<file path="config.mk">
export PLATFORM = sky130hd
export DESIGN_NAME = s3d_cfg_regs
export DESIGN_NICKNAME = d
export VERILOG_FILES = /design/src/hw/rtl/assert_macros.svh /design/src/hw/rtl/s3d_pkg.sv /design/src/hw/rtl/s3d_cfg_regs.sv
export SDC_FILE = /design/constraint.sdc
export NUM_CORES = 1
export LEC_CHECK = 0
export CAP_MARGIN = 5
export CORE_UTILIZATION = 50
export CTS_CLUSTER_DIAMETER = 50
export DETAILED_ROUTE_END_ITERATION = 10
export DONT_BUFFER_PORTS = 1
export GPL_TIMING_DRIVEN = 0
export PLACE_DENSITY = 0.61
export SYNTH_ARGS = -nofsm -noshare
export SYNTH_HDL_FRONTEND = slang
export SYNTH_SLANG_ARGS = --single-unit
</file>
<file path="constraint.sdc">
create_clock -name clk -period 1.4 [get_ports clk]
set_input_delay 0.14 -clock clk [delete_from_list [all_inputs] [get_ports clk]]
set_output_delay 0.14 -clock clk [all_outputs]
set_load 0.005 [all_outputs]
</file>
<file path="src/hw/rtl/assert_macros.svh">
// Assertion helpers shared by the stencil RTL.
// Both expect a clock named clk and an active-high reset named rst in scope.
`ifndef ASSERT_MACROS_SVH
`define ASSERT_MACROS_SVH

// A condition that must hold at every clock edge outside reset.
`define S3D_ASSERT_ALWAYS(label, expr, msg) \
  label: assert property (@(posedge clk) disable iff (rst) (expr)) else $error(msg);

// An implication: when ante holds, cons must follow (cons may carry a delay).
`define S3D_ASSERT_IMP(label, ante, cons, msg) \
  label: assert property (@(posedge clk) disable iff (rst) (ante) |-> (cons)) \
    else $error(msg);

`endif

</file>
<file path="src/hw/rtl/s3d_pkg.sv">
`timescale 1ns / 1ps
`default_nettype none

package s3d_pkg;

  // Field widths of the item channels and the size registers.
  localparam int SAMPLE_W = 32;
  localparam int POS_W    = 6;
  localparam int CFG_W    = 7;
  localparam int PADDR_W  = 4;
  localparam int PDATA_W  = 32;

  // Default grid capacity per axis.
  localparam int DEF_MAX_I = 64;
  localparam int DEF_MAX_J = 64;
  localparam int DEF_MAX_K = 64;

  // Width for comparing coordinates against sizes; covers extents up to 1024 plus margin.
  localparam int CMP_W = 12;

  // Result queue depth; must exceed the number of items the pipeline holds.
  localparam int OUT_DEPTH = 8;

  // Effective grid sizes and the restart strobe from the register block.
  typedef struct packed {
    logic [CFG_W-1:0] n_i;
    logic [CFG_W-1:0] n_j;
    logic [CFG_W-1:0] n_k;
    logic             restart;
  } s3d_cfg_t;

  // The seven stencil operands of one point.
  typedef struct packed {
    logic [SAMPLE_W-1:0] center;
    logic [SAMPLE_W-1:0] i_lo;
    logic [SAMPLE_W-1:0] i_hi;
    logic [SAMPLE_W-1:0] j_lo;
    logic [SAMPLE_W-1:0] j_hi;
    logic [SAMPLE_W-1:0] k_lo;
    logic [SAMPLE_W-1:0] k_hi;
  } s3d_ops_t;

  // Position tag that travels with a point through the pipeline.
  typedef struct packed {
    logic [POS_W-1:0] pos_i;
    logic [POS_W-1:0] pos_j;
    logic [POS_W-1:0] pos_k;
    logic             last_point;
  } s3d_meta_t;

  // One finished result item.
  typedef struct packed {
    logic [SAMPLE_W-1:0] result;
    logic [POS_W-1:0]    pos_i;
    logic [POS_W-1:0]    pos_j;
    logic [POS_W-1:0]    pos_k;
    logic                last_point;
  } s3d_res_t;

endpackage

`default_nettype wire

</file>
<file path="src/hw/rtl/s3d_cfg_regs.sv">
`timescale 1ns / 1ps
`default_nettype none

module s3d_cfg_regs #(
  parameter int MAX_I = s3d_pkg::DEF_MAX_I,
  parameter int MAX_J = s3d_pkg::DEF_MAX_J,
  parameter int MAX_K = s3d_pkg::DEF_MAX_K
) (
  input  wire logic                          clk,
  input  wire logic                          rst,
  input  wire logic                          psel,
  input  wire logic                          penable,
  input  wire logic                          pwrite,
  input  wire logic [s3d_pkg::PADDR_W-1:0]   paddr,
  input  wire logic [s3d_pkg::PDATA_W-1:0]   pwdata,
  output logic      [s3d_pkg::PDATA_W-1:0]   prdata,
  output logic                               pready,
  output s3d_pkg::s3d_cfg_t                  cfg
);
  import s3d_pkg::*;

  localparam int IDX_W = PADDR_W - 2;
  localparam logic [IDX_W-1:0] REG_SIZE_I = IDX_W'(0);
  localparam logic [IDX_W-1:0] REG_SIZE_J = IDX_W'(1);
  localparam logic [IDX_W-1:0] REG_SIZE_K = IDX_W'(2);
  localparam logic [CFG_W-1:0] SIZE_RESET = CFG_W'(64);
  localparam logic [CFG_W-1:0] MIN_SIZE   = CFG_W'(3);

  logic [CFG_W-1:0] size_i;
  logic [CFG_W-1:0] size_j;
  logic [CFG_W-1:0] size_k;
  logic [IDX_W-1:0] reg_idx;
  logic             wr;

  // Clamp a programmed size into the range the line stores support.
  function automatic logic [CFG_W-1:0] clamp_size(input logic [CFG_W-1:0] r,
                                                  input int max_v);
    logic [CFG_W-1:0] v;
    v = r;
    if (r < MIN_SIZE) begin
      v = MIN_SIZE;
    end else if (int'(r) > max_v) begin
      v = CFG_W'(max_v);
    end
    return v;
  endfunction

  assign reg_idx = paddr[PADDR_W-1:2];
  assign wr      = psel && penable && pwrite;
  assign pready  = 1'b1;

  // Size registers; a write to any of them starts a new grid.
  always_ff @(posedge clk) begin
    if (rst) begin
      size_i <= SIZE_RESET;
      size_j <= SIZE_RESET;
      size_k <= SIZE_RESET;
    end else if (wr) begin
      case (reg_idx)
        REG_SIZE_I: size_i <= pwdata[CFG_W-1:0];
        REG_SIZE_J: size_j <= pwdata[CFG_W-1:0];
        REG_SIZE_K: size_k <= pwdata[CFG_W-1:0];
        default: ;
      endcase
    end
  end

  // Read mux.
  always_comb begin
    case (reg_idx)
      REG_SIZE_I: prdata = PDATA_W'(size_i);
      REG_SIZE_J: prdata = PDATA_W'(size_j);
      REG_SIZE_K: prdata = PDATA_W'(size_k);
      default:    prdata = '0;
    endcase
  end

  // Effective sizes and restart strobe.
  always_comb begin
    cfg.n_i     = clamp_size(size_i, MAX_I);
    cfg.n_j     = clamp_size(size_j, MAX_J);
    cfg.n_k     = clamp_size(size_k, MAX_K);
    cfg.restart = wr && (reg_idx == REG_SIZE_I || reg_idx == REG_SIZE_J ||
                         reg_idx == REG_SIZE_K);
  end

endmodule

`default_nettype wire

</file>
; Word-level counts from Yosys, hierarchy flattened
; Cells that the tools add are included.
[classes]
order_cmp = 6
eq_ne = 2
n_mux = 7
reduce_logical = 9
[ops]
columns = operator, n
row1 = 2-to-1 mux 7 bit, 6
row2 = greater-than comparator 7 bit (second input constant), 3
row3 = less-than comparator 7 x 2 -> 1 bit (second input constant), 3
row4 = one-hot mux 7 bit (3 select lines), 1
row5 = AND reduction 2 bit, 3
row6 = logical AND 1 bit, 3
row7 = equality test 2 x 1 -> 1 bit (second input constant), 1
row8 = equality test 2 bit (second input constant), 1
row9 = zero test 2 bit, 1
row10 = logical OR 1 bit, 2
[word_totals]
ff_bits = 21
output_inout_bits = 55

; Depth between registers and ports, before layout
[depth]
word_depth = 4
ltp_mapped = 4
ltp_nobuf = 3

; Worst setup path after synthesis
; Ideal clock, no wire load.
[synth_timing]
path_type = input to register
from = in paddr[3] (netlist name)
to = reg size_i[6]
setup_time_ns = 0.123
arrival_ns = 0.867
required_ns = 1.277
slack_ns = 0.410
path_stages = 4
path_buffers = 2
cell_sequence = buf_6 > or3_4 > buf_6 > mux2i_1
[synth_between]
elab_chain_cells = 2
[synth_rtl]
columns = item, line
row1 = from (decl), s3d_cfg_regs.sv:14  ; input wire logic [s3d_pkg::PADDR_W-1:0] paddr,
row2 = zero test 2 bit, s3d_cfg_regs.sv:59  ; case (reg_idx)
row3 = AND reduction 2 bit (no line), --
row4 = to (signal assigned), s3d_cfg_regs.sv:60  ; REG_SIZE_I: size_i <= pwdata[CFG_W-1:0];
row5 = to (decl), s3d_cfg_regs.sv:29  ; logic [CFG_W-1:0] size_i;
; Every way passes these cells.
; A chain may end at the register's enable or synchronous reset.

==> flow_summary.yaml <==
outcome:
  status: "finished, final reports clean"
layout:
  instances_no_fill: 221
  area_growth_pct: 14.03
  n_antenna_cell: 0
  final_nets: 233
  layout-drive-gt1-share_pct: 23.04
place:
  numPortBuffers: 0
  post-place-ws_ns: 0.2758
  dp_cells: 217
  place_congestion: 0.7866
  dp_hpwl_mm: 2.254
clock_network:
  htree_levels: 1
  clk_path_buf_depth: 2
  postCtsSetupRepairBufs: 0
  cts_sinks: 21
  cts_buffers: 3
  clk_pin_slew_ns: 0.12
  ctsHoldBuffers: 0
  clk_latency_ns: 0.31
  cts-root-buf: "clkbuf_4"
  cts_tree: "done"
sta:
  setup_viol: 0
  clock_skew_ns: 0
  clock.fmax_ghz: 0.7399
  finalHoldViolCount: 0
  period_minus_slack_ns: 1.352
  fin_ws_ns: 0.04838
  slew_violations: 0
  rsz0062_at_grt: "yes"
  period_share_pct: 96.54
drt:
  wirelength_mm: 2.866
  wire_per_inst_um: 12.97
  drt_iter0_drc: 13
  via_count: 1033
  drtAntennaViolNets: 0
  via_per_inst: 4.674
  first_pass_iters: 4
  post-route-drc-count: 0
logic_synthesis:
  synth_seq_cells: 21
  synth-adder-area-share_pct: 0
  synthXorXnorAreaFrac_pct: 0
  synth_compound_area_share_pct: 2.878
  yosysSeqAreaShare_pct: 30.22
  yosys.area_share.simple_pct: 26.98
  muxShareOfSynthArea_pct: 20.14
  syn-cell-area_um2: 1391
  syn_avg_cell_area_um2: 8.536
  synth_top_family_by_area: "simple AND/OR/NAND/NOR gates"
  synth_flop_cell: "dfxtp_1"
  synth_edf_count: 0
  yosys_warnings: 0
  synthCells: 163
  ys_types: 19
  async_flop_share_pct: 0
critical_path:
  endpoint_kind: "output pin"
  worstPathRequired_ns: 1.26
  worstSetupStartpointType: "register"
  critPathKind: "register to output pin"
  crit_fanout: 4
  arrival_ns: 1.21
pwr:
  power_density_nw_per_um2: 686.5
  peakVddDrop_v: 0.0006467
  p_leak_uw: 0.0007788
grt:
  antenna_found_initial: 0
  grt_pass1_wl_mm: 4.119
  grt.overflow.total: 0
  grt_start_max_net_pins: 12
  grt_usage_pct: 20.43
  first_global_vias: 889
floorplan:
  die_w_um: 54.75
  dieHeight_um: 54.75
  die_area_um2: 2998
  initial_core_util_pct: 54.67
  ioPinCount: 96
  coreArea_um2: 2545
  num_rows: 18
job:
  maxCapViolCount: 0
hold_path:
  hold_class: "primary input to register"
==> registers in the layout, indices dropped and copies added, names as in the netlist <==
register / flops
size_i: 7
size_j: 7
size_k: 7
==> logic make-up after synthesis <==
| kind of cell | Yosys count |
|---|---|
| AOI/OAI and AO/OA | 8 |
| buffers and inverters | 37 |
| DFF | 21 |
| and+or+nand+nor | 67 |
| other | 2 |
| muxes | 28 |
==> Yosys cell counts, types with 2 or more instances <==
| library cell | instances | area share (%) |
|---|---|---|
| nor4_1 | 3 | 1.3 |
| conb_1 | 2 | 0.54 |
| nor2b_1 | 12 | 5.4 |
| dfxtp_1 | 21 | 30 |
| o21ai_0 | 7 | 2.5 |
| nand2b_1 | 24 | 11 |
| mux2i_1 | 28 | 20 |
| nand2_1 | 7 | 1.9 |
| nor2_1 | 16 | 4.3 |
| buf_4 | 26 | 14 |
| buf_6 | 4 | 3.2 |
| clkbuf_1 | 6 | 1.6 |
==> final cells by class <==
type                    count  area, µm²
flip-flops and latches     21      425.4
well taps                  30      37.54
plain buffers              37      267.8
multi-input cells         129      829.5
clock buffers               4      26.28
fillers                   239      958.4
==> placed cells by master, fill, tap and decap left out <==
cell / instances
nand2b_1: 24
a21oi_1: 1
buf_4: 26
nor4_4: 2
nor2b_1: 12
clkbuf_1: 7
nor4_2: 1
dfxtp_1: 17
nand4_2: 1
o21ai_0: 7
nand3_1: 1
nor3b_1: 1
buf_6: 4
mux2i_1: 28
nor2_1: 16
nand2_1: 7
buf_2: 1
or3_4: 1
clkbuf_4: 3
dfxtp_2: 4
conb_1: 26
and2b_2: 1
==> final timing paths <==
path	slack, ns	endpoint	cells after the start	from
setup reg to reg	0.63	size_j[6]$_SDFFE_PP1P_	2	size_j[6]$_SDFFE_PP1P_
setup / recovery	0.05	cfg[2]	3	size_k[2]$_SDFFE_PP0P_
hold / removal	0.03	size_j[6]$_SDFFE_PP1P_	2	pwdata[6]
hold reg to reg	0.50	size_i[0]$_SDFFE_PP0P_	2	size_i[0]$_SDFFE_PP0P_
==> metrics by stage <==
stage / hold slack (ns) / area [µm²] / total power, µW / TNS [ns] / util (%)
3_5_place_dp: 0.3545 / 1519 / 795.4 / 0 / 59.69
5_1_grt: 0.04031 / 1587 / 1145 / -0.007580 / 62.34
6_report: 0.02662 / 1587 / 1089 / 0 / 62.34
3_3_place_gp: 0.3439 / 1519 / 793.3 / 0 / 59.69
4_1_cts: 0.02778 / 1573 / 1090 / 0 / 61.80
2_1_floorplan: 0.3211 / 1481 / 773.5 / 0 / -
==> critical path, stage by stage (launching register included) <==
cell	delay (ns)
dfxtp_1	0.39
nor4_4	0.33
nor2_1	0.07
nor2_1	0.12
==> per-layer routing <==
metal,up-vias,track usage [%],routed length [µm]
met1,450,24.75,1232
met3,2,3.611,223
met2,51,35.14,1392
li1,530,-,-
met5,-,0,0
met4,0,8.120,17
==> report_power, final <==
| group | total [µW] | internal, µW | switching [µW] |
|---|---|---|---|
| clock network | 299 | 111 | 188 |
| logic | 174 | 94.8 | 79.1 |
| registers | 616 | 605 | 11.0 |
==> repair_timing <==
action / 4_1_cts / 5_1_grt
endpoints found under the setup margin: 6 / 6
gates resized for setup: 4 / 5
pin swaps: 0 / 1
No activity file was read; power rests on OpenSTA's default activity.
