**src/hw/rtl/assert_macros.svh**
```systemverilog
// Assertion helpers shared by the stencil RTL.
// Both expect a clock named clk and an active-high reset named rst in scope.
`ifndef ASSERT_MACROS_SVH
`define ASSERT_MACROS_SVH

// A condition that must hold at every clock edge outside reset.
`define S3D_ASSERT_ALWAYS(label, expr, msg) \
  label: assert property (@(posedge clk) disable iff (rst) (expr)) else $error(msg);

// An implication: when ante holds, cons must follow (cons may carry a delay).
`define S3D_ASSERT_IMP(label, ante, cons, msg) \
  label: assert property (@(posedge clk) disable iff (rst) (ante) |-> (cons)) \
    else $error(msg);

`endif

```
**src/hw/rtl/s3d_pkg.sv**
```systemverilog
`timescale 1ns / 1ps
`default_nettype none

package s3d_pkg;

  // Field widths of the item channels and the size registers.
  localparam int SAMPLE_W = 32;
  localparam int POS_W    = 6;
  localparam int CFG_W    = 7;
  localparam int PADDR_W  = 4;
  localparam int PDATA_W  = 32;

  // Default grid capacity per axis.
  localparam int DEF_MAX_I = 64;
  localparam int DEF_MAX_J = 64;
  localparam int DEF_MAX_K = 64;

  // Width for comparing coordinates against sizes; covers extents up to 1024 plus margin.
  localparam int CMP_W = 12;

  // Result queue depth; must exceed the number of items the pipeline holds.
  localparam int OUT_DEPTH = 8;

  // Effective grid sizes and the restart strobe from the register block.
  typedef struct packed {
    logic [CFG_W-1:0] n_i;
    logic [CFG_W-1:0] n_j;
    logic [CFG_W-1:0] n_k;
    logic             restart;
  } s3d_cfg_t;

  // The seven stencil operands of one point.
  typedef struct packed {
    logic [SAMPLE_W-1:0] center;
    logic [SAMPLE_W-1:0] i_lo;
    logic [SAMPLE_W-1:0] i_hi;
    logic [SAMPLE_W-1:0] j_lo;
    logic [SAMPLE_W-1:0] j_hi;
    logic [SAMPLE_W-1:0] k_lo;
    logic [SAMPLE_W-1:0] k_hi;
  } s3d_ops_t;

  // Position tag that travels with a point through the pipeline.
  typedef struct packed {
    logic [POS_W-1:0] pos_i;
    logic [POS_W-1:0] pos_j;
    logic [POS_W-1:0] pos_k;
    logic             last_point;
  } s3d_meta_t;

  // One finished result item.
  typedef struct packed {
    logic [SAMPLE_W-1:0] result;
    logic [POS_W-1:0]    pos_i;
    logic [POS_W-1:0]    pos_j;
    logic [POS_W-1:0]    pos_k;
    logic                last_point;
  } s3d_res_t;

endpackage

`default_nettype wire

```
**src/hw/rtl/s3d_stencil_pipe.sv**
```systemverilog
`timescale 1ns / 1ps
`default_nettype none

module s3d_stencil_pipe (
  input  wire logic                 clk,
  input  wire logic                 rst,
  input  wire logic                 in_valid,
  input  wire s3d_pkg::s3d_ops_t    ops,
  input  wire s3d_pkg::s3d_meta_t   meta,
  output logic                      out_valid,
  output s3d_pkg::s3d_res_t         out_item
);
  import s3d_pkg::*;

  localparam int SUM_W = SAMPLE_W + 3;  // six 32-bit terms
  localparam int DIF_W = SAMPLE_W + 4;  // sum minus six times the center
  localparam int MAG_W = DIF_W - 1;
  localparam int X_W   = MAG_W - 1;     // magnitude halved
  localparam int XL_W  = 17;
  localparam int XH_W  = X_W - XL_W;
  localparam int PH_W  = 33;
  localparam int Y_W   = 19;
  localparam int PL_W  = 37;
  localparam int Q_W   = X_W;
  localparam int R_W   = 36;

  // 2^17 = 3 * 43690 + 2, and 174763 = (2^19 + 1) / 3 gives an exact
  // divide by three for values below 2^19.
  localparam logic [15:0] DIV3_HI = 16'd43690;
  localparam logic [17:0] RECIP3  = 18'd174763;

  localparam logic signed [R_W-1:0] SAT_HI = 36'sh0_7FFF_FFFF;
  localparam logic signed [R_W-1:0] SAT_LO = 36'shF_8000_0000;

  logic signed [SUM_W-1:0] sum6;
  logic signed [DIF_W-1:0] diff;
  logic [X_W-1:0]          x;
  logic [Y_W-1:0]          y;
  logic signed [R_W-1:0]   c_ext;
  logic signed [R_W-1:0]   q_ext;
  logic signed [R_W-1:0]   r;

  logic                      v2, v3, v4, v5;
  logic signed [SUM_W-1:0]   sum_s2;
  logic [SAMPLE_W-1:0]       c_s2, c_s3, c_s4, c_s5;
  s3d_meta_t                 m_s2, m_s3, m_s4, m_s5;
  logic [MAG_W-1:0]          mag_s3;
  logic                      neg_s3, neg_s4, neg_s5;
  logic [PH_W-1:0]           ph_s4;
  logic [PL_W-1:0]           pl_s4;
  logic [Q_W-1:0]            q_s5;

  // Stage 1: sum of the six neighbors.
  assign sum6 = SUM_W'($signed(ops.i_lo)) + SUM_W'($signed(ops.i_hi)) +
                SUM_W'($signed(ops.j_lo)) + SUM_W'($signed(ops.j_hi)) +
                SUM_W'($signed(ops.k_lo)) + SUM_W'($signed(ops.k_hi));

  // Stage 2: subtract six times the center and take the magnitude.
  assign diff = DIF_W'(sum_s2) - (DIF_W'($signed(c_s2)) <<< 2) -
                (DIF_W'($signed(c_s2)) <<< 1);

  // Stage 3: halve, then split for the divide by three.
  assign x = mag_s3[MAG_W-1:1];
  assign y = Y_W'({x[X_W-1:XL_W], 1'b0}) + Y_W'(x[XL_W-1:0]);

  // Stage 5: apply the sign, add the center, saturate.
  assign c_ext = R_W'($signed(c_s5));
  assign q_ext = $signed(R_W'(q_s5));
  assign r     = neg_s5 ? (c_ext - q_ext) : (c_ext + q_ext);

  always_comb begin
    out_valid           = v5;
    out_item.pos_i      = m_s5.pos_i;
    out_item.pos_j      = m_s5.pos_j;
    out_item.pos_k      = m_s5.pos_k;
    out_item.last_point = m_s5.last_point;
    if (r > SAT_HI) begin
      out_item.result = SAT_HI[SAMPLE_W-1:0];
    end else if (r < SAT_LO) begin
      out_item.result = SAT_LO[SAMPLE_W-1:0];
    end else begin
      out_item.result = r[SAMPLE_W-1:0];
    end
  end

  // Stage valid bits.
  always_ff @(posedge clk) begin
    if (rst) begin
      v2 <= 1'b0;
      v3 <= 1'b0;
      v4 <= 1'b0;
      v5 <= 1'b0;
    end else begin
      v2 <= in_valid;
      v3 <= v2;
      v4 <= v3;
      v5 <= v4;
    end
  end

  // Stage payload registers.
  always_ff @(posedge clk) begin
    sum_s2 <= sum6;
    c_s2   <= ops.center;
    m_s2   <= meta;

    mag_s3 <= diff[DIF_W-1] ? MAG_W'(-diff) : MAG_W'(diff);
    neg_s3 <= diff[DIF_W-1];
    c_s3   <= c_s2;
    m_s3   <= m_s2;

    ph_s4  <= PH_W'(x[X_W-1:XL_W]) * PH_W'(DIV3_HI);
    pl_s4  <= PL_W'(y) * PL_W'(RECIP3);
    neg_s4 <= neg_s3;
    c_s4   <= c_s3;
    m_s4   <= m_s3;

    q_s5   <= Q_W'(ph_s4) + Q_W'(pl_s4[PL_W-1:Y_W]);
    neg_s5 <= neg_s4;
    c_s5   <= c_s4;
    m_s5   <= m_s4;
  end

endmodule

`default_nettype wire

```
**config.mk**
```make
export PLATFORM = sky130hd
export DESIGN_NAME = s3d_stencil_pipe
export DESIGN_NICKNAME = d
export VERILOG_FILES = /design/src/hw/rtl/assert_macros.svh /design/src/hw/rtl/s3d_pkg.sv /design/src/hw/rtl/s3d_stencil_pipe.sv
export SDC_FILE = /design/constraint.sdc
export NUM_CORES = 2
export LEC_CHECK = 0
export ABC_AREA = 0
export BUFFER_PORTS_ARGS = -buffer_cell sky130_fd_sc_hd__buf_2
export CELL_PAD_IN_SITES_DETAIL_PLACEMENT = 1
export CELL_PAD_IN_SITES_GLOBAL_PLACEMENT = 1
export CORE_MARGIN = 4
export CORE_UTILIZATION = 48
export DETAILED_ROUTE_END_ITERATION = 10
export PLACE_DENSITY_LB_ADDON = 0.1
export SYNTH_ARGS = -nofsm -noshare
export SYNTH_HDL_FRONTEND = slang
export SYNTH_SLANG_ARGS = --single-unit
```
**constraint.sdc**
```tcl
create_clock -name clk -period 11.6 [get_ports clk]
set_clock_uncertainty 0.15 [all_clocks]
set_input_delay 1.16 -clock clk [delete_from_list [all_inputs] [get_ports clk]]
set_output_delay 1.16 -clock clk [all_outputs]
set_load 0.01 [all_outputs]
```
## Word level (Yosys, flattened, before mapping)

Index checks and enable logic that the tools add are counted.

| cells by class | value |
|---|---|
| add/sub/neg operators | 12 |
| multiply operators | 2 |
| $lt $le $gt $ge | 2 |
| muxes and demuxes | 4 |

Operator list:

| cell | number |
|---|---|
| $add 35x32->35 | 2 |
| $mux 32 | 2 |
| $mul 19x18->37 const B | 1 |
| $add 32x35->36 | 1 |
| $gt 36x32->1 const B | 1 |
| $lt 36x32->1 const B | 1 |
| $mux 36 | 1 |
| $sub 32x35->36 | 1 |
| $sub 35x34->36 | 1 |
| $sub 36x33->36 | 1 |
| $add 34x32->35 | 1 |
| $mux 35 | 1 |
| $neg 35->35 | 1 |
| $add 33x18->34 | 1 |
| $add 33x32->34 | 1 |
| $add 32x32->33 | 1 |
| $mul 17x15->32 const B | 1 |
| $add 18x17->19 | 1 |

| storage, ports and cells | value |
|---|---|
| flip-flop bits (word level) | 384 |
| input bits | 246 |
| output and inout bits | 52 |
| logic and storage cells | 52 |

## Longest topological paths before layout

| depth | value |
|---|---|
| depth after elaboration | 5 |
| depth in mapped cells | 34 |
| depth with buffers taken out | 34 |

## Least setup slack after synthesis

OpenSTA, ideal clock, no wires.

| timing | value |
|---|---|
| path type | register -> register |
| start point | register mag_s3[18] |
| end point | register pl_s4[35] |
| library setup time | 118 ps |
| arrival | 8630 ps |
| data required time | 11332 ps |
| slack | 2702 ps |
| cell stages (with the launch flop) | 35 |
| buffers on the path | 0 |
| cell sequence | dfxtp_1 ha_1 fa_1 a21o_1 a21oi_1 o21bai_1 a21oi_1 o21bai_1 a21oi_1 o21bai_1 a2111oi_0 nor3_1 o211a_1 or3_1 ha_1 ha_1 inv_1 fa_1 inv_1 fa_1 fa_1 inv_1 fa_1 inv_1 ha_1 o2111a_1 nand4_1 o221ai_1 o21ai_0 a21o_1 a211oi_1 a41oi_1 o211ai_1 a21oi_1 xnor2_1 |

| between the ends | value |
|---|---|
| longest elaborated chain between the ends | 2 |

RTL lines:

| element | line | RTL |
|---|---|---|
| from (decl) | s3d_stencil_pipe.sv:47 | `logic [MAG_W-1:0] mag_s3;` |
| from (signal assigned) | s3d_stencil_pipe.sv:107 | `mag_s3 <= diff[DIF_W-1] ? MAG_W'(-diff) : MAG_W'(diff);` |
| $add 18x17->19 | s3d_stencil_pipe.sv:64 | `assign y = Y_W'({x[X_W-1:XL_W], 1'b0}) + Y_W'(x[XL_W-1:0]);` |
| $mul 19x18->37 | s3d_stencil_pipe.sv:113 | `pl_s4 <= PL_W'(y) * PL_W'(RECIP3);` |
| to (signal assigned) | s3d_stencil_pipe.sv:113 |  |
| to (decl) | s3d_stencil_pipe.sv:50 | `logic [PL_W-1:0] pl_s4;` |

No other way between the ends.
A chain may end at the register's enable or synchronous reset.

## Worst setup path after layout

| timing | value |
|---|---|
| start point | register mag_s3[18] |
| end point | register pl_s4[36] |

The elaborated chain is that of the path after synthesis.

==> run metrics <==
run status finished, final reports clean; Starting Density 48.6%; clock-pin slew on the worst setup and hold paths 0.06 ns; wire per inst about 19 um; hold buffers post-CTS 0; Setup crit end kind flip-flop; # resized after CTS 0; Hold Vio Cnt, Final 0; Area contributors post-synth dfxtp_1, fa_1, ha_1, inv_1, xnor2_1; count leader, synth inv_1; distinct cell type count after synthesis 84; Die Area about 0.067 mm^2; area leader, netlist dfxtp_1; core area 0.0618 mm^2; Yosys Warn Count 0; DR iter-0 viols 837; fin crit period ~10 ns; initial antenna violation count 11; GP Congestion about 0.9; grt ovf 0; CP startpoint kind flip-flop; total number of vias 21,800; dpl hpwl 69,100 um; vias in the first global route 24,800; post-synth net total ~4,000; TritonCTS buffer count 43; Crit Path Category reg2reg; mean area per synthesized cell 10.0 um^2; Max clock buf depth 3; Total Routing Usage GR 24.2%; Final nets 4,306; worst path required time 11.89 ns; largest net degree at the start of global routing 36; Gate Count Post-Synth about 3,000; slowest cell on the critical path a2111oi_0; # fillers 7,009; share of layout cells above drive strength 1 approximately 12%; Yosys reg bits around 360; post-CTS setup buffer count 0; vias per cell 5.23; relative slew slack 19.6%; I/O Buffers 297; die height 258 um; H-tree Lvls 2; Post-synth ARST share 0%; CTS Sinks 364; final critical-path share of the clock period 90.3%; final antenna-violating net count 0; Layout area overhead 13.2%; unrepaired setup endpoints after global routing no; register area share after synthesis 24.3%; Synth top cells by count inv_1, ha_1, dfxtp_1; first-pass GRT wire length 129,000 um; setup TNS 0 ns; 1st-pass router iterations 6; width of the chip 258 um; Hold Path Class reg2reg; final setup fails 0; critical path fanouts, max 6; top-area cell type share of the netlist area 24.3%; R2R setup slack between 1 and 1.5 ns; max-slew violations 0; actual slew at the worst max-slew pin 1.20 ns; Cell Area, Synth 0.0300 mm^2; most frequent CP cell fa_1; final wirelength 80,000 um; Worst path max stage delay 0.93 ns; Max Clk Rate approximately 96 MHz; DRC viols 0; CTS tree built; Ports 298; Worst EP arrival 10.76 ns; worst skew pair latency 0.58 ns; Post-synth EDFFs 0; Root Driver clkbuf_16; standard-cell rows 91; MaxCap Viol Count 0; dominant synthesized flop cell dfxtp_1
-- final cells by class --
type	count	area [um^2]	share of cell area, %
Inverter	515	1930	5.69
Sequential cell	364	7290	21.4
Clock inverter	24	335	0.987
Tap cell	837	1050	3.08
Antenna cell	3	7.51	0.0221
Clock buffer	54	1190	3.50
Multi-Input combinational cell	2075	20700	60.8
Timing Repair Buffer	301	1520	4.46
-- registers in the layout, indices dropped and copies added, names as in the netlist, 18 cells and up --
signal,flops
mag_s3,34
ph_s4,32
m_s3,19
c_s5,32
m_s4,19
sum_s2,35
pl_s4,18
c_s4,32
m_s2,19
c_s2,32
out_item,19
c_s3,32
q_s5,34
-- final timing paths --
kind,start,endpoint,cells past startpoint
worst max-delay path,mag_s3[18],pl_s4[36],34
worst min-delay path,c_s3[19],c_s4[19],0
worst max register to register,mag_s3[18],pl_s4[36],34
worst min register to register,c_s3[19],c_s4[19],0
-- worst max-delay path, delay by kind of cell (launching register included) --
family / cells / cell delay, ns
XOR/XNOR: 1 / 0.13
adder cells (fa/ha/maj): 9 / 3.78
AO/OA/AOI/OAI: 17 / 4.93
AND/OR/NAND/NOR: 3 / 0.76
buffers and inverters: 4 / 0.20
flip-flops: 1 / 0.39
-- per-stage QoR --
step / util, % / instances / setup slack, ns / instance area (um^2) / hold slack [ns]
finish: 55.0 / 4173 / 1.13 / 34000 / 0.168
global route: 55.0 / 4172 / 0.451 / 34000 / 0.176
CTS: 55.0 / 4170 / 1.13 / 34000 / 0.170
detailed placement: 52.5 / 4092 / 1.21 / 32500 / 0.163
global placement: 52.5 / 4092 / 1.65 / 32500 / 0.159
floorplan: - / 2992 / 2.70 / 30000 / 0.160
-- cell families (layout without fill, tap and decap cells) --
| family | after synthesis | after routing | share of synthesized area [%] |
|---|---|---|---|
| fa+ha+maj | 760 | 760 | 40.4 |
| simple gates | 518 | 518 | 8.93 |
| other cells | 0 | 3 | 0 |
| xor+xnor | 267 | 267 | 7.86 |
| mux | 4 | 4 | 0.137 |
| compound gates | 526 | 526 | 11.5 |
| flops | 364 | 364 | 24.3 |
| buf+inv | 553 | 894 | 6.96 |
-- layout by cell type, fill, tap and decap left out, types with 7 or more instances in the layout --
master,synthesis,routed
xor2_1,75,75
nand3_1,45,45
a21oi_1,145,145
nor4_1,10,10
or3_1,20,20
nand4_1,18,18
o21a_1,23,23
nand3b_1,7,7
nor2b_1,27,27
fa_1,348,348
a211oi_1,16,16
a21o_1,72,72
nor3_1,47,47
a21boi_0,11,11
and2_1,22,22
a2111oi_0,7,7
ha_1,412,412
or2_2,7,7
nand2_1,87,87
nor2_1,140,140
dfxtp_1,364,364
a31oi_1,20,20
xnor2_1,190,190
inv_1,514,514
o211ai_1,10,10
nand2b_1,23,23
o21ai_0,106,106
a211o_1,7,7
o31ai_1,12,12
buf_2,9,297
clkbuf_16,0,44
and4_1,8,8
o21bai_1,28,28
o311ai_0,7,7
and3_1,29,29
-- per-layer routing --
layer  vias up  track usage (%)  routed length, um
met3       107             4.18               3730
met2       396             42.9              39900
met1     10800             31.1              34700
li1      10500                -                  -
met5         -                0                 13
met4         2             5.47               1720
Power is left out: the tool's default activity adds up to more than one toggle a clock period on the data nets, which glitch-free logic cannot reach.
