### src/hw/rtl/assert_macros.svh
// Assertion helpers shared by the stencil RTL.
// Both expect a clock named clk and an active-high reset named rst in scope.
`ifndef ASSERT_MACROS_SVH
`define ASSERT_MACROS_SVH

// A condition that must hold at every clock edge outside reset.
`define S3D_ASSERT_ALWAYS(label, expr, msg) \
  label: assert property (@(posedge clk) disable iff (rst) (expr)) else $error(msg);

// An implication: when ante holds, cons must follow (cons may carry a delay).
`define S3D_ASSERT_IMP(label, ante, cons, msg) \
  label: assert property (@(posedge clk) disable iff (rst) (ante) |-> (cons)) \
    else $error(msg);

`endif

### src/hw/rtl/s3d_pkg.sv
`timescale 1ns / 1ps
`default_nettype none

package s3d_pkg;

  // Field widths of the item channels and the size registers.
  localparam int SAMPLE_W = 32;
  localparam int POS_W    = 6;
  localparam int CFG_W    = 7;
  localparam int PADDR_W  = 4;
  localparam int PDATA_W  = 32;

  // Default grid capacity per axis.
  localparam int DEF_MAX_I = 64;
  localparam int DEF_MAX_J = 64;
  localparam int DEF_MAX_K = 64;

  // Width for comparing coordinates against sizes; covers extents up to 1024 plus margin.
  localparam int CMP_W = 12;

  // Result queue depth; must exceed the number of items the pipeline holds.
  localparam int OUT_DEPTH = 8;

  // Effective grid sizes and the restart strobe from the register block.
  typedef struct packed {
    logic [CFG_W-1:0] n_i;
    logic [CFG_W-1:0] n_j;
    logic [CFG_W-1:0] n_k;
    logic             restart;
  } s3d_cfg_t;

  // The seven stencil operands of one point.
  typedef struct packed {
    logic [SAMPLE_W-1:0] center;
    logic [SAMPLE_W-1:0] i_lo;
    logic [SAMPLE_W-1:0] i_hi;
    logic [SAMPLE_W-1:0] j_lo;
    logic [SAMPLE_W-1:0] j_hi;
    logic [SAMPLE_W-1:0] k_lo;
    logic [SAMPLE_W-1:0] k_hi;
  } s3d_ops_t;

  // Position tag that travels with a point through the pipeline.
  typedef struct packed {
    logic [POS_W-1:0] pos_i;
    logic [POS_W-1:0] pos_j;
    logic [POS_W-1:0] pos_k;
    logic             last_point;
  } s3d_meta_t;

  // One finished result item.
  typedef struct packed {
    logic [SAMPLE_W-1:0] result;
    logic [POS_W-1:0]    pos_i;
    logic [POS_W-1:0]    pos_j;
    logic [POS_W-1:0]    pos_k;
    logic                last_point;
  } s3d_res_t;

endpackage

`default_nettype wire

### src/hw/rtl/s3d_stream_if.sv
`timescale 1ns / 1ps
`default_nettype none


// Channel carrying updated interior points.
interface s3d_result_if;
  import s3d_pkg::*;

  logic                       valid;
  logic                       ready;
  logic signed [SAMPLE_W-1:0] result;
  logic [POS_W-1:0]           pos_i;
  logic [POS_W-1:0]           pos_j;
  logic [POS_W-1:0]           pos_k;
  logic                       last_point;

  modport source (output valid, output result, output pos_i, output pos_j, output pos_k,
                  output last_point, input ready);
  modport sink (input valid, input result, input pos_i, input pos_j, input pos_k,
                input last_point, output ready);
endinterface

`default_nettype wire

### src/hw/rtl/s3d_out_fifo.sv
`timescale 1ns / 1ps
`default_nettype none
`include "assert_macros.svh"

module s3d_out_fifo (
  input  wire logic           clk,
  input  wire logic           rst,
  input  wire logic           reserve,
  input  wire logic           push,
  input  wire s3d_pkg::s3d_res_t push_item,
  output logic                can_reserve,
  s3d_result_if.source        res
);
  import s3d_pkg::*;

  localparam int PW  = $clog2(OUT_DEPTH);
  localparam int CNW = $clog2(OUT_DEPTH + 1);

  s3d_res_t       slots [0:OUT_DEPTH-1];
  logic [PW-1:0]  wr_ptr;
  logic [PW-1:0]  rd_ptr;
  logic [CNW-1:0] count;
  logic [CNW-1:0] credit;
  logic           pop;
  s3d_res_t       head;

  assign pop         = res.valid && res.ready;
  assign can_reserve = credit < CNW'(OUT_DEPTH);
  assign head        = slots[rd_ptr];

  assign res.valid      = count != '0;
  assign res.result     = head.result;
  assign res.pos_i      = head.pos_i;
  assign res.pos_j      = head.pos_j;
  assign res.pos_k      = head.pos_k;
  assign res.last_point = head.last_point;

  // Pointers, fill count and the credit count of slots promised to items in flight.
  always_ff @(posedge clk) begin
    if (rst) begin
      wr_ptr <= '0;
      rd_ptr <= '0;
      count  <= '0;
      credit <= '0;
    end else begin
      if (push) begin
        wr_ptr <= (wr_ptr == PW'(OUT_DEPTH - 1)) ? '0 : PW'(wr_ptr + 1'b1);
      end
      if (pop) begin
        rd_ptr <= (rd_ptr == PW'(OUT_DEPTH - 1)) ? '0 : PW'(rd_ptr + 1'b1);
      end
      if (push && !pop) begin
        count <= CNW'(count + 1'b1);
      end else if (pop && !push) begin
        count <= CNW'(count - 1'b1);
      end
      if (reserve && !pop) begin
        credit <= CNW'(credit + 1'b1);
      end else if (pop && !reserve) begin
        credit <= CNW'(credit - 1'b1);
      end
    end
  end

  // Result storage.
  always_ff @(posedge clk) begin
    if (push) begin
      slots[wr_ptr] <= push_item;
    end
  end

  `S3D_ASSERT_ALWAYS(a_count_within_credit, count <= credit, "queue holds an unreserved item")
  `S3D_ASSERT_IMP(a_push_has_room, push, count < CNW'(OUT_DEPTH), "push into a full queue")

endmodule

`default_nettype wire

### src/flat_wrapper.sv
// flat-port wrapper written by rule: the top's interface ports become plain ports
module s3d_out_fifo_flat import s3d_pkg::*;
  (clk, rst, reserve, push, push_item, can_reserve, res_valid, res_result, res_pos_i, res_pos_j, res_pos_k, res_last_point, res_ready);
  s3d_result_if res_i ();
  input  wire logic clk;
  input  wire logic rst;
  input  wire logic reserve;
  input  wire logic push;
  input  wire s3d_pkg::s3d_res_t push_item;
  output logic can_reserve;
  output wire logic [$bits(res_i.valid)-1:0] res_valid;
  output wire logic [$bits(res_i.result)-1:0] res_result;
  output wire logic [$bits(res_i.pos_i)-1:0] res_pos_i;
  output wire logic [$bits(res_i.pos_j)-1:0] res_pos_j;
  output wire logic [$bits(res_i.pos_k)-1:0] res_pos_k;
  output wire logic [$bits(res_i.last_point)-1:0] res_last_point;
  input wire logic [$bits(res_i.ready)-1:0] res_ready;
  assign res_valid = res_i.valid;
  assign res_result = res_i.result;
  assign res_pos_i = res_i.pos_i;
  assign res_pos_j = res_i.pos_j;
  assign res_pos_k = res_i.pos_k;
  assign res_last_point = res_i.last_point;
  assign res_i.ready = res_ready;
  s3d_out_fifo u_core (.clk(clk), .rst(rst), .reserve(reserve), .push(push), .push_item(push_item), .can_reserve(can_reserve), .res(res_i));
endmodule
### config.mk
export PLATFORM = sky130hd
export DESIGN_NAME = s3d_out_fifo_flat
export DESIGN_NICKNAME = d
export VERILOG_FILES = /design/src/hw/rtl/s3d_pkg.sv /design/src/hw/rtl/s3d_stream_if.sv /design/src/hw/rtl/s3d_out_fifo.sv /design/src/flat_wrapper.sv
export VERILOG_INCLUDE_DIRS = /design/src /design/src/hw/rtl
export SDC_FILE = /design/constraint.sdc
export NUM_CORES = 1
export LEC_CHECK = 0
export BUFFER_PORTS_ARGS = -buffer_cell sky130_fd_sc_hd__buf_4
export CORE_ASPECT_RATIO = 0.75
export CORE_UTILIZATION = 40
export CTS_BUF_LIST = sky130_fd_sc_hd__clkbuf_8 sky130_fd_sc_hd__clkbuf_16
export DETAILED_ROUTE_END_ITERATION = 8
export PLACE_DENSITY_LB_ADDON = 0.12
export SLEW_MARGIN = 30
export SYNTH_ARGS = -nofsm -noshare
export SYNTH_HDL_FRONTEND = slang
export SYNTH_SLANG_ARGS = --single-unit
### constraint.sdc
create_clock -name clk -period 6.1 [get_ports clk]
set_input_delay 0 -clock clk [delete_from_list [all_inputs] [get_ports clk]]
set_output_delay 0 -clock clk [all_outputs]
set_load 0.1 [all_outputs]
## Word level (Yosys, flattened, before mapping)

Memories as Yosys holds them, arrays and structs flattened. A register that Yosys moved wholly into a read port is not among the register bits.
Cells that the tools add are included.

| word-level totals | value |
|---|---|
| flip-flop bits (word level) | 14 |
| memory bits (writable) | 408 |
| bits of input ports | 56 |
| output and inout port bits | 53 |
| logic and storage cells | 35 |
| memories kept | 1 |

Memory list:

| name | depth | width | read ports | clocked after Yosys merged registers in | wr ports | RTL line | RTL |
|---|---|---|---|---|---|---|---|
| u_core.slots | 8 | 51 | 1 | 1 | 1 | s3d_out_fifo.sv:19 | `s3d_res_t slots [0:OUT_DEPTH-1];` |

| cells by class | value |
|---|---|
| add/subtract/negate cells | 6 |
| order comparisons | 1 |
| equality and inequality tests | 2 |
| muxes and demuxes | 10 |
| reductions and logical operators | 11 |

Operators with widths:

| cell | number |
|---|---|
| two-way mux 4 bit | 4 |
| two-way mux 3 bit | 4 |
| adder 4 x 1 -> 4 bit, second input constant | 2 |
| subtractor 4 x 1 -> 4 bit, second input constant | 2 |
| adder 3 x 1 -> 3 bit, second input constant | 2 |
| equality test 3 bit, second input constant | 2 |
| logical AND 1 bit | 5 |
| less-than comparator 4 bit, second input constant | 1 |
| nonzero test 2 bit | 2 |
| nonzero test 4 bit | 1 |
| zero test 1 bit | 3 |
| two-way mux 1 bit | 2 |

## Depth between registers and ports, before layout

Gate-level depths: netlist of run 1.

| logic depth | value |
|---|---|
| word-level depth | 5 |
| mapped depth | 9 |

## Worst setup path after synthesis of run 1

No wires, ideal clock.

| timing | value |
|---|---|
| path kind | register to register |
| start point | reg u_core.wr_ptr[0] |
| end point | mem u_core.slots[0][0] (netlist name), enable pin |
| setup time | 0.523 ns |
| arrival | 3.998 ns |
| path slack | 1.580 ns |
| cell stages (with the launch flop) | 3 |
| buffers on the path | 0 |
| cells stage by stage | dfxtp_1 -> nand2b_1 -> nor3_1 |

RTL lines:

| element | RTL line | RTL |
|---|---|---|
| from (decl) | s3d_out_fifo.sv:20 | `logic [PW-1:0] wr_ptr;` |
| from (signal assigned) | s3d_out_fifo.sv:47 | `wr_ptr <= (wr_ptr == PW'(OUT_DEPTH - 1)) ? '0 : PW'(wr_ptr + 1'b1);` |
| to (decl) | s3d_out_fifo.sv:19 |  |

Straight into the memory's write port.

==> results of run 1 <==
-- state kept, by name, indices dropped and copies added (netlist names), named ones only --
signal         count
u_core.wr_ptr      3
u_core.credit      4
u_core.rd_ptr      3
u_core.count       4
u_core.slots     408
-- cell usage after synthesis (all sizes together) (3+ instances only) --
cell,instances
mux4,102
nor2,22
inv,4
nand2,7
clkbuf,10
mux2i,3
nand3,4
nand2b,3
ha,10
buf,21
a21oi,9
edfxtp,408
dfxtp,17
mux2,53
-- placed cells by master (no fill, tap or decap), types with 2 or more instances in the layout --
master / count
a211oi_1: 2
a21oi_1: 9
a31oi_1: 2
buf_16: 3
buf_4: 118
bufinv_16: 6
clkbuf_16: 46
clkbuf_8: 2
clkinv_1: 7
clkinv_2: 9
dfxtp_1: 14
dfxtp_4: 2
diode_2: 3
dlygate4sd3_1: 55
edfxtp_1: 408
fa_1: 2
ha_1: 10
inv_1: 12
mux2_2: 53
mux2i_1: 3
mux4_2: 102
nand2_1: 7
nand2b_1: 3
nand3_1: 4
nor2_1: 16
nor2_4: 6
nor3_2: 2
xnor2_1: 2
xor2_1: 2
-- kinds of logic (layout without fill, tap and decap cells) --
family | Yosys count | count (layout) | synth area share
muxes | 158 | 158 | 0.1808
xor gates and xnor gates | 4 | 4 | 0.002166
adders and majority gates | 12 | 12 | 0.01021
buffers and inverters | 35 | 261 | 0.01253
and+or+nand+nor | 42 | 42 | 0.01145
other | 0 | 3 | 0
DFF | 425 | 425 | 0.7784
AOI/OAI and AO/OA | 13 | 13 | 0.004485
-- timing repair --
item                                   CTS  global route
endpoints found under the hold margin  425             0
hold buffers                            55             0
gates resized for setup                  0             0
-- cell type report --
type | count | area, um^2 | share of cell area
timing repair buffer | 177 | 1539 | 0.07799
antenna | 3 | 7.507 | 0.0003804
clock buffer | 48 | 1179 | 0.05973
multi-input combinational | 229 | 3437 | 0.1742
tap | 520 | 650.6 | 0.03297
clock inverter | 32 | 305.3 | 0.01547
sequential | 425 | 12600 | 0.6385
inverter | 4 | 15.01 | 0.0007608
-- per-stage QoR --
stage                     std cells  hold slack (ns)  instance area [um^2]  total power, W    util
after global routing           1435          0.02683                 19730        0.008459  0.4975
after global placement         1297           0.2222                 17610        0.005481  0.4441
after CTS                      1434         0.005647                 19700        0.008262  0.4968
after detailed placement       1299           0.2356                 17660        0.005526  0.4455
after floorplan                 689          0.06907                 16180        0.005110       -
final                          1438          0.01952                 19730        0.008155  0.4977
-- worst max-delay path, stage by stage, from the launching register on --
cell and delay (ns):
dfxtp_4 0.87, buf_4 0.74, mux4_2 0.41, mux2_2 0.34
buf_4 0.25
-- power by group --
part / switching [W] / internal, W / total (W)
Combinational: 0.00140 / 0.000706 / 0.00210
Clock: 0.00105 / 0.00164 / 0.00269
Sequential: 0.0000703 / 0.00329 / 0.00336
Total: 0.00252 / 0.00564 / 0.00815
-- path summary, 6_finish.rpt --
check | slack, ns | to
setup / recovery | 2.94 | res_pos_i[3]
hold / removal | 0.02 | u_core.credit[0]$_SDFFE_PP0P_
setup reg to reg | 3.23 | u_core.count[3]$_SDFFE_PP0P_
hold reg to reg | 0.47 | flop
-- routing by layer --
layer,vias up,GRT usage
met1,3854,0.2146
li1,3291,-
met3,59,0.03214
met5,-,0
met4,0,0.04140
met2,174,0.2746
==> reports/qor.csv, run 1 <==
metric,value,unit
status,finished with violations,
avgSynthCellArea,23.48,um^2
fin_tns_setup,0,ns
r2r_cells,9,
antenna_found_initial,1,
die_area,41260,um^2
numClockSinks,425,
synth_cell_types,27,
peakVddDrop,0.0002653,V
clockBufferDepth,3,
synth_cells,689,
initial_utilization,0.4080,
finClkSkew,0.01032,ns
ant_nets,0,
rsz0062_at_grt,no,
nets,949,
drc,14,
period_share,0.5187,
max_freq,316.1,MHz
synth_edf_count,408,
top_layer_used,met4,
yosysTopAreaCell,edfxtp_1,
wire_per_inst,22.67,um
post-dp-hpwl,17.20,mm
p_per_area,413.2,nW/um^2
hp-class,input pin to flop,
grtUsageTotal,0.1621,
synth_area_leaders,"edfxtp_1, mux4_2, mux2_2, dfxtp_1, ha_1",
cts_buffers,44,
wl_met3,1.622,mm
postSynth.asyncResetShare,0,
fin_ws,2.936,ns
endpoint_kind,output pin,
arrival,3.16,ns
crit_required,6.10,ns
drive_gt1_frac,0.3858,
wirelength,32.60,mm
maxSlewViolCount,0,
cts_tree,yes,
yosysSeqAreaShare,0.7784,
relSlewSlack,0.3592,
ys.flop_type,edfxtp_1,
clock_latency,0.54,ns
worstSetupPathType,flop to output pin,
worstHoldStart,reserve,
h-tree-depth,2,
ys_ff_latch,425,
die_y,176.2,um
dr.first_iter.drc_count,444,
synth.cell_area,16180,um^2
n_fill_cell,3167,
worstHoldPathCells,4,
grt_max_degree,103,
cts.root.buffer_cell,clkbuf_16,
syn_nets,757,
grt_pass1_vias,8014,
yosysWarnings,0,
r2r-start,u_core.count[0]$_SDFFE_PP0P_,
dr.pass1.iters,8,
fin_crit,3.164,ns
hold_viol_final,0,
finalSetupViolCount,0,
grt_pass1_wl,48.66,mm
post_cts_buffers,0,
path_max_fanout,52,
ios,109,
wl_met1,14.00,mm
fp-row-count,63,
design.core.area,39650,um^2
clk_pin_slew,0.06,ns
yosysTopAreaCellShare,0.7574,
maxCapViolCount,0,
violations,DRC,
area.growth.synth_to_final,21.99,%
die_x,234.2,um
vias_per_cell,5.131,
max_slew.worst_pin.slew,0.9612,ns
dp_slack,3.272,ns
critPathLaunchType,flop,
p_leak,6.429,nW
met2_wirelength,16.37,mm
gp_congestion,0.6854,
vias,7378,
portBuffers,108,
overflow,0,
(Power assumes the default switching activity.)
==> inputs of run 2 (changes only) <==
Settings changed: ABC_AREA set to 1.
Clock period 6.1 ns to 2.7 ns, I/O delays scaled along.
==> reports/qor.csv, run 2 <==
metric,value,unit,change
status,completed,,
wl_met1,19.45,mm,+39%
die_y,181.2,um,+2.9%
post_dp_cell_area,18650,um^2,+5.6%
nets,1705,,+80%
fp-row-count,65,,+3.2%
area.growth.synth_to_final,19.90,%,
crit_required,2.70,ns,-3.40 ns
synth_area_leaders,"edfxtp_1, nor2_1, nand2_1, o21ai_1, dfxtp_1",,
wire_per_inst,18.07,um,-20%
endpoint,res_pos_i[4],,
yosysWarnings,0,,unchanged
vias_per_cell,4.838,,-5.7%
antenna_found_initial,1,,unchanged
hold_viol_final,0,,unchanged
max_freq,407.5,MHz,
die_x,241.0,um,+2.9%
drive_gt1_frac,0.1238,,-0.2620
largest_register,u_core.slots,,
r2r_cells,11,,+2
p_per_area,973.4,nW/um^2,+140%
ant_nets,0,,unchanged
finClkSkew,0.01027,ns,-0.00005730 ns
dr.pass1.iters,4,,-4
endpoint_kind,output pin,,
yosysTopAreaCellShare,0.7152,,-0.04221
fin_crit,2.454,ns,
hp-class,input pin to flop,,
synth_edf_count,408,,unchanged
synth.most_common_cell,nor2_1,,
design_area,20540,um^2,+4.1%
overflow,0,,unchanged
initial_utilization,0.4067,,-0.001344
cts.root.buffer_cell,clkbuf_16,,
cts_tree,yes,,
synthTopCellsByCount,"nor2_1, edfxtp_1, nand2_1",,
peakVddDrop,0.0009188,V,+250%
clock_latency,0.55,ns,about the same
cts_buffers,42,,-4.5%
portBuffers,108,,unchanged
grt_max_degree,103,,unchanged
h-tree-depth,2,,unchanged
vias,10810,,+46%
largestRegisters,"u_core.slots (408), u_core.count (4), u_core.credit (4)",,
syn_nets,1550,,+100%
wl_met3,1.759,mm,+8.4%
ios,109,,unchanged
top_layer_used,met5,,
yosysTopAreaCell,edfxtp_1,,
hold_ws,0.2310,ns,+0.2115 ns
largest_reg_flops,408,,unchanged
synth.cell_area,17130,um^2,+5.9%
post_cts_resize_count,0,,unchanged
grtUsageTotal,0.1877,,+0.02559
dr.first_iter.drc_count,687,,+55%
grt_pass1_wl,62.27,mm,+28%
clockBufferDepth,3,,unchanged
postSynth.asyncResetShare,0,,unchanged
period_share,0.9088,,
final_cell_mix,"nor2_1, edfxtp_1, nand2_1",,
numClockSinks,425,,unchanged
avgSynthCellArea,11.56,um^2,-51%
finalSetupViolCount,0,,unchanged
grt_pass1_vias,10580,,+32%
design.core.area,42130,um^2,+6.3%
met2_wirelength,18.45,mm,+13%
post_cts_buffers,0,,unchanged
r2r-start,u_core.count[0]$_SDFFE_PP0P_,,
drc,0,,-14
max_slew.worst_pin.slew,0.6649,ns,-0.2963 ns
p_leak,7.647,nW,+19%
ys_ff_latch,425,,unchanged
maxSlewViolCount,0,,unchanged
layout_commonest_cell,nor2_1,,
relSlewSlack,0.5567,,+0.1975
synth_cell_types,22,,-19%
clk_pin_slew,0.06,ns,about the same
synth_cells,1482,,+120%
rsz0062_at_grt,no,,
yosysSeqAreaShare,0.7350,,-0.04338
maxCapViolCount,0,,unchanged
ff2ff_setup_slack,0.64,ns,-2.59 ns
r2r-end,u_core.count[3]$_SDFFE_PP0P_,,
arrival,2.45,ns,-0.71 ns
path_max_fanout,95,,+83%
wirelength,40.38,mm,+24%
worstSetupPathType,flop to output pin,,
ys.flop_type,edfxtp_1,,
post-dp-hpwl,20.45,mm,+19%
gp_congestion,0.7130,,+4.0%
critPathLaunchType,flop,,
die_area,43670,um^2,+5.8%
-- run 2: cell types whose count changed in the layout (fill, tap and decap cells not counted), sizes merged, moves of 16 or more --
cell   previous run  this run
inv              12        28
mux4            102         0
mux2             53         0
nor2             22       427
nand2             7       283
o21ai             0       210
-- run 2: metrics by stage --
stage / utilization / total power (W) / TNS [ns] / std cells / worst slack (ns)
finish: 0.4876 / 0.01999 / 0 / 2234 / 0.2463
global route: 0.4875 / 0.02095 / 0 / 2233 / 0.05080
CTS: 0.4875 / 0.02023 / 0 / 2233 / 0.1753
detailed placement: 0.4428 / 0.01437 / 0 / 2106 / 0.6549
global placement: 0.4428 / 0.01433 / 0 / 2106 / 0.6934
floorplan: - / 0.01291 / -150.73 / 1482 / -0.3750
-- run 2: worst min path at each step --
| stage | startpoint | end | cells past startpoint |
|---|---|---|---|
| floorplan | push_item[0] | u_core.slots[0][0]$_DFFE_PP_ | 0 |
| global placement | push_item[2] | u_core.slots[0][2]$_DFFE_PP_ | 1 |
| detailed placement | push_item[2] | u_core.slots[0][2]$_DFFE_PP_ | 1 |
| CTS | push_item[2] | u_core.slots[4][2]$_DFFE_PP_ | 2 |
| global route | push_item[28] | u_core.slots[4][28]$_DFFE_PP_ | 2 |
| finish | push_item[14] | u_core.slots[6][14]$_DFFE_PP_ | 2 |
-- run 2: power breakdown --
group          switching, W  leakage (nW)  internal [W]
clock               0.00241         0.676       0.00335
combinational       0.00505          3.12       0.00156
sequential         0.000143          3.85       0.00749
-- run 2: per-layer routing --
layer / global-route usage / up-vias
met5: 0 / -
met4: 0.04734 / 2
met3: 0.02949 / 54
met2: 0.2951 / 194
met1: 0.2715 / 5195
li1: - / 5362
-- run 2: timing repair --
item | CTS | global route
hold buffers | 56 | 0
endpoints found under the setup margin | 0 | 0
hold endpoints to repair | 425 | 0
-- run 2: cell type report --
type	count	area [um^2]
flip-flops and latches	425	12600
repair buffers	190	1729
clock buffers	43	1076
multi-input cells	956	4083
inverters	22	88.84
clock inverters	28	249.0
fillers	3849	21590
well taps	569	711.9
diodes	1	2.502
-- run 2: worst max-delay path, cell delays in order, from the launching register on --
cell	delay, ns
dfxtp_4	0.55
buf_12	0.41
nor2_1	0.10
nor2_1	0.10
o21ai_0	0.09
nand2_1	0.08
nand2_1	0.04
nand2_1	0.14
buf_4	0.31
-- run 2: cells by family after synthesis --
kind of cell    count (synthesis)  share of synthesized area
compound gates                221                    0.06471
xor+xnor                        3                   0.001534
fa+ha+maj                      12                   0.009641
buf+inv                       101                    0.03046
flops                         425                     0.7350
simple gates                  720                     0.1586
==> inputs of run 3 (changes only) <==
Settings changed: BUFFER_PORTS_ARGS -buffer_cell sky130_fd_sc_hd__buf_4 to -buffer_cell sky130_fd_sc_hd__buf_2.
==> reports/qor.csv, run 3 (synthesized netlist as in run 2, its figures left out) <==
metric,value,unit,change
p_leak,7.811,nW,+2.1%
crit_required,2.70,ns,about the same
p_per_area,985.3,nW/um^2,+1.2%
die_y,181.2,um,unchanged
fin_tns_setup,0,ns,unchanged
met2_wirelength,18.82,mm,+2.0%
path_max_fanout,62,,-35%
clk_pin_slew,0.06,ns,about the same
dr.first_iter.drc_count,623,,-9.3%
endpoint_kind,output pin,,
portBuffers,108,,unchanged
post_cts_buffers,0,,unchanged
grt_max_degree,103,,unchanged
antenna_found_initial,2,,+1
cts_tree,yes,,
top_layer_used,met5,,
vias,10920,,+1.0%
peakVddDrop,0.0006968,V,-24%
maxSlewViolCount,0,,unchanged
max_stage_delay,0.47,ns,-0.08 ns
h-tree-depth,2,,unchanged
finClkSkew,0.02253,ns,+0.01226 ns
hold_viol_final,0,,unchanged
path_buf_inv,3,,+1
nets,1709,,+0.23%
hp-class,input pin to flop,,
largest_reg_flops,408,,unchanged
numClockSinks,425,,unchanged
arrival,2.46,ns,about the same
critPathLaunchType,flop,,
dp.cells,2108,,+0.095%
grt_pass1_vias,10630,,+0.43%
stdcell_count,2242,,+0.36%
drc,0,,unchanged
grt_pass1_wl,62.31,mm,about the same
cts.root.buffer_cell,clkbuf_16,,
dr.pass1.iters,5,,+1
relSlewSlack,0.3941,,-0.1627
grtUsageTotal,0.1875,,about the same
largest_register,u_core.slots,,
wirelength,40.56,mm,+0.45%
layout_commonest_cell,nor2_1,,
gp_congestion,0.7289,,+2.2%
final_cell_mix,"nor2_1, edfxtp_1, nand2_1",,
max_slew.worst_pin.slew,0.9089,ns,+0.2440 ns
design.core.area,42130,um^2,unchanged
vias_per_cell,4.870,,+0.68%
hold_buffers,57,,+1.8%
status,completed,,
clock_latency,0.56,ns,about the same
fp-row-count,65,,unchanged
post-dp-hpwl,20.60,mm,+0.74%
crit_family,buffers and inverters,,
n_fill_cell,3802,,-1.2%
max_freq,405.9,MHz,-0.41%
clockBufferDepth,3,,unchanged
period_share,0.9125,,+0.003731
wl_met3,1.520,mm,-14%
ant_nets,0,,unchanged
fin_crit,2.464,ns,+0.01007 ns
area.growth.synth_to_final,22.13,%,
die_x,241.0,um,unchanged
post_cts_resize_count,0,,unchanged
finalSetupViolCount,0,,unchanged
cpMostUsedCell,nand2_1,,
drive_gt1_frac,0.1268,,+0.002996
maxCapViolCount,0,,unchanged
largestRegisters,"u_core.slots (408), u_core.count (4), u_core.credit (4)",,
worstSetupPathType,flop to output pin,,
hold_ws,0.2593,ns,+0.02833 ns
initial_utilization,0.4067,,unchanged
wire_per_inst,18.09,um,about the same
die_area,43670,um^2,unchanged
rsz0062_at_grt,no,,
wl_met1,19.61,mm,+0.83%
ios,109,,unchanged
crit_path_top_delay_cell,dfxtp_4,,
cts_buffers,43,,+2.4%
overflow,0,,unchanged
cp_cell_sequence,"inv_6, buf_12, o21ai_0, nand2_1, nand2_1, nand2_1, buf_12",,
run 3: changes by cell type in the layout (fill, tap and decap cells not counted):
cell           change
buf_12            +47
buf_2             +57
buf_4            -102
bufinv_16          -5
clkinv_2           +7
clkinv_4           +1
dlygate4sd3_1      +1
inv_1              +1
inv_2              -1
inv_6              +2
run 3: through the flow:
stage               total power, W    util  worst slack (ns)  instance area (um^2)
floorplan                  0.01291       -           -0.3750                 17140
global placement           0.01537  0.4537            0.7006                 19110
detailed placement         0.01539  0.4537            0.6260                 19110
CTS                        0.02082  0.4966            0.2111                 20920
global route               0.02154  0.4966           0.03069                 20920
finish                     0.02062  0.4966            0.2362                 20920
run 3: where the power goes:
| group | switching, W | internal (W) |
|---|---|---|
| clock | 0.00247 | 0.00290 |
| sequential | 0.000155 | 0.00749 |
| combinational | 0.00523 | 0.00238 |
run 3: cell type report:
class | instances | area (um^2) | share of cell area
Sequential cell | 425 | 12600 | 0.6023
Multi-Input combinational cell | 956 | 4083 | 0.1951
Timing Repair Buffer | 193 | 2200 | 0.1051
Clock buffer | 43 | 1076 | 0.05143
Tap cell | 569 | 711.9 | 0.03403
Clock inverter | 33 | 158.9 | 0.007595
Inverter | 22 | 90.09 | 0.004306
Antenna cell | 1 | 2.502 | 0.0001196
run 3: routing by layer:
metal  global-route usage  vias up
met2               0.2962      176
met3              0.02735       53
li1                     -     5382
met5                    0        -
met4              0.04532        2
met1               0.2723     5306
run 3: worst paths after layout:
| kind | start | to | slack [ns] | cells after the start |
|---|---|---|---|---|
| max reg2reg | u_core.count[0]$_SDFFE_PP0P_ | u_core.count[3]$_SDFFE_PP0P_ | 0.59 | 11 |
| min reg2reg | u_core.rd_ptr[1]$_SDFFE_PP0P_ | flop | 0.49 | 2 |
| min | push_item[23] | u_core.slots[6][23]$_DFFE_PP_ | 0.26 | 2 |
| max | flop | res_pos_k[2] | 0.24 | 7 |
run 3: worst register-to-register path, delay by kind of cell, from the launching register on:
kind | cells | cell delay (ns)
simple gates | 7 | 1.00
fa+ha+maj | 2 | 0.52
flops | 1 | 0.35
buf+inv | 2 | 0.14
